<file path="src/hw/rtl/wsd_pkg.sv">
// ----------------------------------------------------------------------------
// wsd_pkg - shared types and constants for the websocket frame deframer
// Result kinds, header field constants and the result record that the
// parser hands to the output queue.
// ----------------------------------------------------------------------------
package wsd_pkg;

    // width of the payload length limit register
    localparam int MAX_LEN_W = 63;

    // header constants
    localparam logic [7:0] RSV_MASK = 8'h70;
    localparam logic [6:0] LEN_EXT16 = 7'd126;
    localparam logic [6:0] LEN_EXT64 = 7'd127;

    // result kinds
    typedef enum logic [1:0] {
        KIND_DATA    = 2'd0,
        KIND_EMPTY   = 2'd1,
        KIND_RSV_ERR = 2'd2,
        KIND_LEN_ERR = 2'd3
    } kind_t;

    // one result beat
    typedef struct packed {
        kind_t      kind;
        logic [7:0] payload_byte;
        logic       fin_flag;
        logic [3:0] frame_opcode;
        logic       was_masked;
        logic       last_of_frame;
    } result_t;

endpackage

</file>
<file path="src/hw/rtl/wsd_if.sv">
// ----------------------------------------------------------------------------
// wsd_if - stream channels of the websocket frame deframer
// Input byte channel and output result channel, valid/ready handshake.
// ----------------------------------------------------------------------------

// raw byte stream channel
interface wsd_in_if;
    logic       valid;
    logic       ready;
    logic [7:0] stream_byte;

    modport source (output valid, output stream_byte, input ready);
    modport sink (input valid, input stream_byte, output ready);
endinterface

// result channel
interface wsd_out_if;
    logic       valid;
    logic       ready;
    logic [1:0] kind;
    logic [7:0] payload_byte;
    logic       fin_flag;
    logic [3:0] frame_opcode;
    logic       was_masked;
    logic       last_of_frame;

    modport source (
        output valid, output kind, output payload_byte, output fin_flag,
        output frame_opcode, output was_masked, output last_of_frame,
        input ready
    );
    modport sink (
        input valid, input kind, input payload_byte, input fin_flag,
        input frame_opcode, input was_masked, input last_of_frame,
        output ready
    );
endinterface

</file>
<file path="src/hw/rtl/wsd_parser.sv">
// ----------------------------------------------------------------------------
// wsd_parser - frame header parser and payload unmasker
// Advances the frame state by one byte per accepted beat and produces at
// most one result record for that byte.
// ----------------------------------------------------------------------------
module wsd_parser
    import wsd_pkg::*;
(
    input  logic                 clk,
    input  logic                 rst_n,
    input  logic [MAX_LEN_W-1:0] max_len,
    input  logic                 step,
    input  logic [7:0]           stream_byte,
    output logic                 res_valid,
    output result_t              res
);

    typedef enum logic [4:0] {
        PH_HDR0 = 5'b00001,
        PH_HDR1 = 5'b00010,
        PH_EXT  = 5'b00100,
        PH_KEY  = 5'b01000,
        PH_DATA = 5'b10000
    } phase_t;

    phase_t      phase_reg, phase_next;
    logic [2:0]  ext_count_reg, ext_count_next;
    logic [1:0]  key_count_reg, key_count_next;
    logic        fin_reg, fin_next;
    logic [3:0]  opcode_reg, opcode_next;
    logic        masked_reg, masked_next;
    logic [63:0] length_left_reg, length_left_next;
    logic [31:0] key_bytes_reg, key_bytes_next;
    logic [1:0]  key_index_reg, key_index_next;

    logic        len_known;
    logic        start_payload;
    kind_t       emit_kind;
    logic [7:0]  emit_byte;
    logic        emit_last;
    logic [7:0]  key_byte;

    // current mask key byte for the payload
    always_comb
    begin
        case (key_index_reg)
            2'd0:    key_byte = key_bytes_reg[7:0];
            2'd1:    key_byte = key_bytes_reg[15:8];
            2'd2:    key_byte = key_bytes_reg[23:16];
            default: key_byte = key_bytes_reg[31:24];
        endcase
    end

    // next state and result for one byte
    always_comb
    begin
        phase_next       = phase_reg;
        ext_count_next   = ext_count_reg;
        key_count_next   = key_count_reg;
        fin_next         = fin_reg;
        opcode_next      = opcode_reg;
        masked_next      = masked_reg;
        length_left_next = length_left_reg;
        key_bytes_next   = key_bytes_reg;
        key_index_next   = key_index_reg;
        len_known        = 1'b0;
        start_payload    = 1'b0;
        res_valid        = 1'b0;
        emit_kind        = KIND_DATA;
        emit_byte        = 8'd0;
        emit_last        = 1'b0;

        case (phase_reg)
            PH_HDR1:
            begin
                masked_next = stream_byte[7];
                if (stream_byte[6:0] == LEN_EXT16)
                begin
                    ext_count_next   = 3'd1;
                    length_left_next = 64'd0;
                    phase_next       = PH_EXT;
                end
                else if (stream_byte[6:0] == LEN_EXT64)
                begin
                    ext_count_next   = 3'd7;
                    length_left_next = 64'd0;
                    phase_next       = PH_EXT;
                end
                else
                begin
                    length_left_next = {57'd0, stream_byte[6:0]};
                    len_known        = 1'b1;
                end
            end
            PH_EXT:
            begin
                // big-endian length, shift in one byte
                length_left_next = {length_left_reg[55:0], stream_byte};
                if (ext_count_reg == 3'd0)
                    len_known = 1'b1;
                else
                    ext_count_next = ext_count_reg - 3'd1;
            end
            PH_KEY:
            begin
                // key slots were cleared, so writing the slot equals or-ing it in
                key_bytes_next[{key_count_reg, 3'b000} +: 8] = stream_byte;
                if (key_count_reg == 2'd3)
                begin
                    key_count_next = 2'd0;
                    start_payload  = 1'b1;
                end
                else
                begin
                    key_count_next = key_count_reg + 2'd1;
                end
            end
            PH_DATA:
            begin
                key_index_next   = key_index_reg + 2'd1;
                length_left_next = length_left_reg - 64'd1;
                res_valid        = 1'b1;
                emit_kind        = KIND_DATA;
                emit_byte        = masked_reg ? (stream_byte ^ key_byte) : stream_byte;
                emit_last        = (length_left_reg == 64'd1);
                if (length_left_reg == 64'd1)
                    phase_next = PH_HDR0;
            end
            default:
            begin
                // first header byte
                fin_next    = stream_byte[7];
                opcode_next = stream_byte[3:0];
                masked_next = 1'b0;
                if ((stream_byte & RSV_MASK) != 8'd0)
                begin
                    phase_next = PH_HDR0;
                    res_valid  = 1'b1;
                    emit_kind  = KIND_RSV_ERR;
                    emit_last  = 1'b1;
                end
                else
                begin
                    phase_next = PH_HDR1;
                end
            end
        endcase

        // full length known: limit check, then key or payload
        if (len_known)
        begin
            if (length_left_next > {1'b0, max_len})
            begin
                phase_next       = PH_HDR0;
                length_left_next = 64'd0;
                res_valid        = 1'b1;
                emit_kind        = KIND_LEN_ERR;
                emit_last        = 1'b1;
            end
            else if (masked_next)
            begin
                key_count_next = 2'd0;
                key_bytes_next = 32'd0;
                phase_next     = PH_KEY;
            end
            else
            begin
                start_payload = 1'b1;
            end
        end

        // payload start, empty frame gives one result
        if (start_payload)
        begin
            key_index_next = 2'd0;
            if (length_left_next == 64'd0)
            begin
                phase_next = PH_HDR0;
                res_valid  = 1'b1;
                emit_kind  = KIND_EMPTY;
                emit_last  = 1'b1;
            end
            else
            begin
                phase_next = PH_DATA;
            end
        end

        res.kind          = emit_kind;
        res.payload_byte  = emit_byte;
        res.fin_flag      = fin_next;
        res.frame_opcode  = opcode_next;
        res.was_masked    = masked_next;
        res.last_of_frame = emit_last;
    end

    // frame state registers
    always_ff @(posedge clk or negedge rst_n)
    begin
        if (!rst_n)
        begin
            phase_reg       <= PH_HDR0;
            ext_count_reg   <= 3'd0;
            key_count_reg   <= 2'd0;
            fin_reg         <= 1'b0;
            opcode_reg      <= 4'd0;
            masked_reg      <= 1'b0;
            length_left_reg <= 64'd0;
            key_bytes_reg   <= 32'd0;
            key_index_reg   <= 2'd0;
        end
        else if (step)
        begin
            phase_reg       <= phase_next;
            ext_count_reg   <= ext_count_next;
            key_count_reg   <= key_count_next;
            fin_reg         <= fin_next;
            opcode_reg      <= opcode_next;
            masked_reg      <= masked_next;
            length_left_reg <= length_left_next;
            key_bytes_reg   <= key_bytes_next;
            key_index_reg   <= key_index_next;
        end
    end

endmodule

</file>
<file path="src/hw/rtl/websocket_frame_deframer.sv">
// ----------------------------------------------------------------------------
// websocket_frame_deframer - streaming websocket frame parser
// Parses frame headers from a byte stream and delivers unmasked payload
// bytes, empty-frame markers and error markers as result beats.
// ----------------------------------------------------------------------------
//  channel  dir  handshake      payload
//  in_ch    in   valid/ready    stream_byte[7:0]
//  out_ch   out  valid/ready    kind, payload_byte, fin_flag, frame_opcode,
//                               was_masked, last_of_frame
//  cfg      in   cfg_wr_en      cfg_wr_data[62:0] (max payload length)
//
// one byte per cycle while in_ch.ready is high; each result is registered into
// the output queue before it shows on out_ch; a two-entry output queue lets input
// continue while a result is pending; in_ch.ready drops only when both entries are held
// header bytes and mask key bytes produce no result but error and empty-frame markers
// rst_n clears the parser to await a first header byte, limit to 2^63-1
// ----------------------------------------------------------------------------
module websocket_frame_deframer
    import wsd_pkg::*;
(
    input  logic                 clk,
    input  logic                 rst_n,
    input  logic                 cfg_wr_en,
    input  logic [MAX_LEN_W-1:0] cfg_wr_data,
    wsd_in_if.sink               in_ch,
    wsd_out_if.source            out_ch
);

    logic [MAX_LEN_W-1:0] max_len_reg;
    logic                 step;
    logic                 res_valid;
    result_t              res;
    logic                 push, pop;

    result_t              head_reg, head_next;
    result_t              tail_reg, tail_next;
    logic                 head_vld_reg, head_vld_next;
    logic                 tail_vld_reg, tail_vld_next;
    logic                 head_vld_after;

    // length limit register
    always_ff @(posedge clk or negedge rst_n)
    begin
        if (!rst_n)
            max_len_reg <= {MAX_LEN_W{1'b1}};
        else if (cfg_wr_en)
            max_len_reg <= cfg_wr_data;
    end

    // input beat handshake
    assign in_ch.ready = !tail_vld_reg;
    assign step        = in_ch.valid && in_ch.ready;

    wsd_parser u_parser (
        .clk         (clk),
        .rst_n       (rst_n),
        .max_len     (max_len_reg),
        .step        (step),
        .stream_byte (in_ch.stream_byte),
        .res_valid   (res_valid),
        .res         (res)
    );

    // two-entry output queue
    assign push = step && res_valid;
    assign pop  = head_vld_reg && out_ch.ready;

    always_comb
    begin
        head_next     = head_reg;
        tail_next     = tail_reg;
        head_vld_next = head_vld_reg;
        tail_vld_next = tail_vld_reg;
        if (pop)
        begin
            head_next     = tail_reg;
            head_vld_next = tail_vld_reg;
            tail_vld_next = 1'b0;
        end
        head_vld_after = head_vld_next;
        if (push)
        begin
            if (head_vld_after)
            begin
                tail_next     = res;
                tail_vld_next = 1'b1;
            end
            else
            begin
                head_next     = res;
                head_vld_next = 1'b1;
            end
        end
    end

    always_ff @(posedge clk or negedge rst_n)
    begin
        if (!rst_n)
        begin
            head_vld_reg <= 1'b0;
            tail_vld_reg <= 1'b0;
        end
        else
        begin
            head_vld_reg <= head_vld_next;
            tail_vld_reg <= tail_vld_next;
        end
    end

    always_ff @(posedge clk)
    begin
        head_reg <= head_next;
        tail_reg <= tail_next;
    end

    // result beat outputs
    assign out_ch.valid         = head_vld_reg;
    assign out_ch.kind          = head_reg.kind;
    assign out_ch.payload_byte  = head_reg.payload_byte;
    assign out_ch.fin_flag      = head_reg.fin_flag;
    assign out_ch.frame_opcode  = head_reg.frame_opcode;
    assign out_ch.was_masked    = head_reg.was_masked;
    assign out_ch.last_of_frame = head_reg.last_of_frame;

`ifndef SYNTHESIS
    // tail entry is never held without a head entry
    a_tail_needs_head: assert property (@(posedge clk) disable iff (!rst_n)
        tail_vld_reg |-> head_vld_reg)
        else $error("output queue tail valid without head");

    // a drained head is refilled from the tail
    a_tail_moves_up: assert property (@(posedge clk) disable iff (!rst_n)
        (pop && tail_vld_reg) |=> (head_vld_reg && head_reg == $past(tail_reg)))
        else $error("tail entry not moved to head");

    // a held head that is not taken keeps its value
    a_head_holds: assert property (@(posedge clk) disable iff (!rst_n)
        (head_vld_reg && !out_ch.ready) |=> (head_vld_reg && $stable(head_reg)))
        else $error("pending result changed");

    // non-data results always close a frame
    a_marker_last: assert property (@(posedge clk) disable iff (!rst_n)
        (push && res.kind != KIND_DATA) |-> res.last_of_frame)
        else $error("marker result without last flag");
`endif

endmodule

</file>
<file path="src/flat_wrapper.sv">
// flat-port wrapper written by rule: the top's interface ports become plain ports
module websocket_frame_deframer_flat import wsd_pkg::*;
  (clk, rst_n, cfg_wr_en, cfg_wr_data, in_ch_valid, in_ch_stream_byte, in_ch_ready, out_ch_valid, out_ch_kind, out_ch_payload_byte, out_ch_fin_flag, out_ch_frame_opcode, out_ch_was_masked, out_ch_last_of_frame, out_ch_ready);
  wsd_in_if in_ch_i ();
  wsd_out_if out_ch_i ();
  input  logic clk;
  input  logic rst_n;
  input  logic cfg_wr_en;
  input  logic [MAX_LEN_W-1:0] cfg_wr_data;
  input wire logic [$bits(in_ch_i.valid)-1:0] in_ch_valid;
  input wire logic [$bits(in_ch_i.stream_byte)-1:0] in_ch_stream_byte;
  output wire logic [$bits(in_ch_i.ready)-1:0] in_ch_ready;
  output wire logic [$bits(out_ch_i.valid)-1:0] out_ch_valid;
  output wire logic [$bits(out_ch_i.kind)-1:0] out_ch_kind;
  output wire logic [$bits(out_ch_i.payload_byte)-1:0] out_ch_payload_byte;
  output wire logic [$bits(out_ch_i.fin_flag)-1:0] out_ch_fin_flag;
  output wire logic [$bits(out_ch_i.frame_opcode)-1:0] out_ch_frame_opcode;
  output wire logic [$bits(out_ch_i.was_masked)-1:0] out_ch_was_masked;
  output wire logic [$bits(out_ch_i.last_of_frame)-1:0] out_ch_last_of_frame;
  input wire logic [$bits(out_ch_i.ready)-1:0] out_ch_ready;
  assign in_ch_i.valid = in_ch_valid;
  assign in_ch_i.stream_byte = in_ch_stream_byte;
  assign in_ch_ready = in_ch_i.ready;
  assign out_ch_valid = out_ch_i.valid;
  assign out_ch_kind = out_ch_i.kind;
  assign out_ch_payload_byte = out_ch_i.payload_byte;
  assign out_ch_fin_flag = out_ch_i.fin_flag;
  assign out_ch_frame_opcode = out_ch_i.frame_opcode;
  assign out_ch_was_masked = out_ch_i.was_masked;
  assign out_ch_last_of_frame = out_ch_i.last_of_frame;
  assign out_ch_i.ready = out_ch_ready;
  websocket_frame_deframer u_core (.clk(clk), .rst_n(rst_n), .cfg_wr_en(cfg_wr_en), .cfg_wr_data(cfg_wr_data), .in_ch(in_ch_i), .out_ch(out_ch_i));
endmodule
</file>
<file path="config.mk">
export PLATFORM = sky130hd
export DESIGN_NAME = websocket_frame_deframer_flat
export DESIGN_NICKNAME = d
export VERILOG_FILES = /design/src/hw/rtl/wsd_pkg.sv /design/src/hw/rtl/wsd_if.sv /design/src/hw/rtl/wsd_parser.sv /design/src/hw/rtl/websocket_frame_deframer.sv /design/src/flat_wrapper.sv
export SDC_FILE = /design/constraint.sdc
export NUM_CORES = 1
export LEC_CHECK = 0
export BUFFER_PORTS_ARGS = -buffer_cell sky130_fd_sc_hd__clkbuf_2
export CORE_ASPECT_RATIO = 0.6
export CORE_MARGIN = 4
export CORE_UTILIZATION = 56
export CTS_CLUSTER_SIZE = 24
export DETAILED_ROUTE_END_ITERATION = 10
export HOLD_SLACK_MARGIN = 0.06
export PLACE_DENSITY = 0.77
export SETUP_SLACK_MARGIN = 0.5
export SLEW_MARGIN = 10
export SYNTH_ARGS = -nofsm -noshare
export SYNTH_HDL_FRONTEND = slang
export SYNTH_SLANG_ARGS = --single-unit
</file>
<file path="constraint.sdc">
create_clock -name clk -period 8.1 [get_ports clk]
set_input_delay 0.81 -clock clk [delete_from_list [all_inputs] [get_ports clk]]
set_output_delay 0.81 -clock clk [all_outputs]
set_load 0.05 [all_outputs]
</file>
==> impl_metrics.json <==
{
  "outcome": "completed",
  "drv_cap": 0,
  "cts_buffer_depth": 3,
  "start_util": 0.5764,
  "r2r-end": "u_core.tail_reg[3]",
  "ys.flop_type": "dfrtp_1",
  "fmax_mhz": 141.7,
  "synth_cell_types": 79,
  "largest_register_ffs": 64,
  "rsz0062_at_grt": "no",
  "setup_viol": 0,
  "vias": 12990,
  "dpl_worst_slack_ns": 0.7704,
  "timing.setup.tns_ns": 0,
  "final_cell_area_um2": 15010,
  "worstPathArrival_ns": 7.27,
  "cpPeakStageDelay_ns": 0.77,
  "path_clk_slew_ns": 0.07,
  "final.setup_skew_ns": 0.01378,
  "end_kind": "flip-flop",
  "insertion_delay_ns": 0.52,
  "hold_class": "input pin to asynchronous set/reset pin",
  "detail_route.vias_per_cell": 6.641,
  "synth-edff-count": 17,
  "p_leak_nw": 6.956,
  "overflow": 0,
  "die_y_um": 128.2,
  "synth.cell_area_um2": 13490,
  "cpMostUsedCell": "buf_4",
  "synth_warnings": 0,
  "synth_area_per_cell_um2": 8.543,
  "io_buffers": 94,
  "first_pass_iters": 7,
  "final_util": 0.6415,
  "area_growth_pct": 11.30,
  "grt_usage": 0.3376,
  "drtAntennaViolNets": 0,
  "cts_tree": "yes",
  "die_width_um": 208.4,
  "die_area_um2": 26720,
  "setup_ws_ns": 1.043,
  "htreeDepth": 1,
  "stdcell_count": 1956,
  "grt_max_degree": 103,
  "worst-r2r-setup-slack_ns": 1.04,
  "power.density_nw_per_um2": 385.1,
  "gp_congestion": 1.064,
  "routed_wl_um": 45930,
  "rr_startpoint": "u_core.u_parser.length_left_reg[35]",
  "relSlewSlack": 0.1221,
  "hpwlAfterDp_um": 33560,
  "placementRows": 43,
  "drt_iter0_markers": 1874,
  "fin_crit_ns": 7.057,
  "io_pins": 95,
  "grt_pass1_vias": 12210,
  "placed_area_um2": 14240,
  "synth.top_cell.area_share": 0.2133,
  "hold_buffers": 0,
  "irDropWorstVdd_mv": 0.1865,
  "syn_nets": 1732,
  "slew_violations": 0,
  "worst_pin_slew_ns": 1.317,
  "synth_cells": 1579,
  "drive_gt1_frac": 0.1646,
  "critPathMaxFanout": 14,
  "whs_ns": 0.3448,
  "grt_pass1_wl_um": 71350,
  "startpoint_type": "flip-flop",
  "final_nets": 1779,
  "critical_path_class": "flip-flop to flip-flop",
  "cts-root-buf": "clkbuf_16",
  "synth_top_cell_by_area": "dfrtp_1",
  "coreArea_um2": 23400,
  "period_share": 0.8712,
  "antenna_found_initial": 0,
  "drc_errors": 0,
  "synth_area_leaders": "dfrtp_1, dfstp_2, nand2_1",
  "crit_path_start": "u_core.u_parser.length_left_reg[35]",
  "synth-seq-area-share": 0.4011,
  "worstPathRequired_ns": 8.31,
  "async_flop_share": 0.8404,
  "dp_cells": 1915,
  "cts_num_sinks": 213,
  "synth-seq-cells": 213,
  "hold_viol_final": 0,
  "wl_per_cell_um": 23.48,
  "path_cells": "or4_4, or3_1, or4_1, o211ai_1, inv_1, ha_1, nand4_1, nor4bb_2, nand3_1, nor4_1, a21oi_1, nor2_1, buf_4, a32o_1, nand3_2, and3_1, nor3_2, buf_4",
  "slowest_stage": "or4_1",
  "cts_buffers": 21,
  "finalPower_mw": 5.782,
  "reg2reg_depth": 18
}
==> metal layers <==
layer / part of all wire / track usage / vias up
li1: - / - / 5836
met1: 0.44 / 0.5185 / 6194
met2: 0.38 / 0.4398 / 859
met3: 0.16 / 0.1433 / 98
met4: 0.021 / 0.06445 / 2
met5: 0.00078 / 0 / -
==> power breakdown <==
| part | internal [mW] | leakage (nW) | switching [mW] |
|---|---|---|---|
| registers | 1.31 | 2.55 | 0.304 |
| clock network | 0.586 | 0.345 | 0.448 |
| logic | 0.999 | 4.06 | 2.13 |
| total | 2.90 | 6.96 | 2.88 |
==> worst max-delay path by stage <==
stage | end | cells past startpoint
3_3_place_gp | u_core.tail_reg[6] | 20
2_1_floorplan | u_core.tail_reg[0] | 20
6_report | u_core.tail_reg[3] | 18
4_1_cts | u_core.tail_reg[3] | 20
5_1_grt | u_core.tail_reg[3] | 19
3_5_place_dp | u_core.tail_reg[3] | 20
==> cells in the final DEF (no fill, tap or decap), types with 31 or more instances in the layout <==
| master | n |
|---|---|
| nor4_1 | 31 |
| nor2_1 | 67 |
| a22o_1 | 37 |
| nand4_1 | 31 |
| clkbuf_2 | 92 |
| o21ai_0 | 157 |
| dfstp_2 | 64 |
| inv_1 | 119 |
| ha_1 | 77 |
| mux2i_1 | 39 |
| dfrtp_1 | 115 |
| a21oi_1 | 47 |
| nand2_1 | 273 |
| nand3_1 | 46 |
| buf_4 | 40 |
==> cell type report <==
class	count	area (um^2)
fillers	2045	8391
clock buffers	23	543.0
inverters	119	446.7
clock inverters	14	166.4
flip-flops and latches	213	5410
repair buffers	133	772.0
multi-input cells	1138	7278
diodes	1	2.502
well taps	315	394.1
==> cells in the mapped netlist, types with 32 or more instances <==
master,instances
nor4_1,32
nor2_1,70
clkbuf_1,97
o21ai_0,157
a21oi_1,47
inv_1,119
nand3_1,46
nand2_1,274
dfstp_2,64
ha_1,77
mux2i_1,39
a22o_1,37
dfrtp_1,115
==> repair_timing <==
action | in CTS | in global routing
buffers inserted | 0 | 3
endpoints found under the setup margin | 0 | 32
resized for setup | 0 | 7
==> logic make-up (layout without fill, tap and decap cells) <==
kind of cell	Yosys count	count (layout)	share of synthesized area
compound gates	418	418	0.2082
xor+xnor	13	13	0.008441
fa+ha+maj	77	77	0.07142
buf+inv	228	289	0.06474
flops	213	213	0.4011
mux	41	41	0.03061
other cells	0	1	0
simple gates	589	589	0.2155
==> critical path, delay by kind of cell (launching register included) <==
| family | cells | cell delay [ns] |
|---|---|---|
| AND/OR/NAND/NOR | 11 | 4.12 |
| adder cells (fa/ha/maj) | 1 | 0.34 |
| AO/OA/AOI/OAI | 3 | 1.07 |
| flip-flops | 1 | 0.48 |
| buffers and inverters | 3 | 0.72 |
Power figures use the tool's default switching activity.
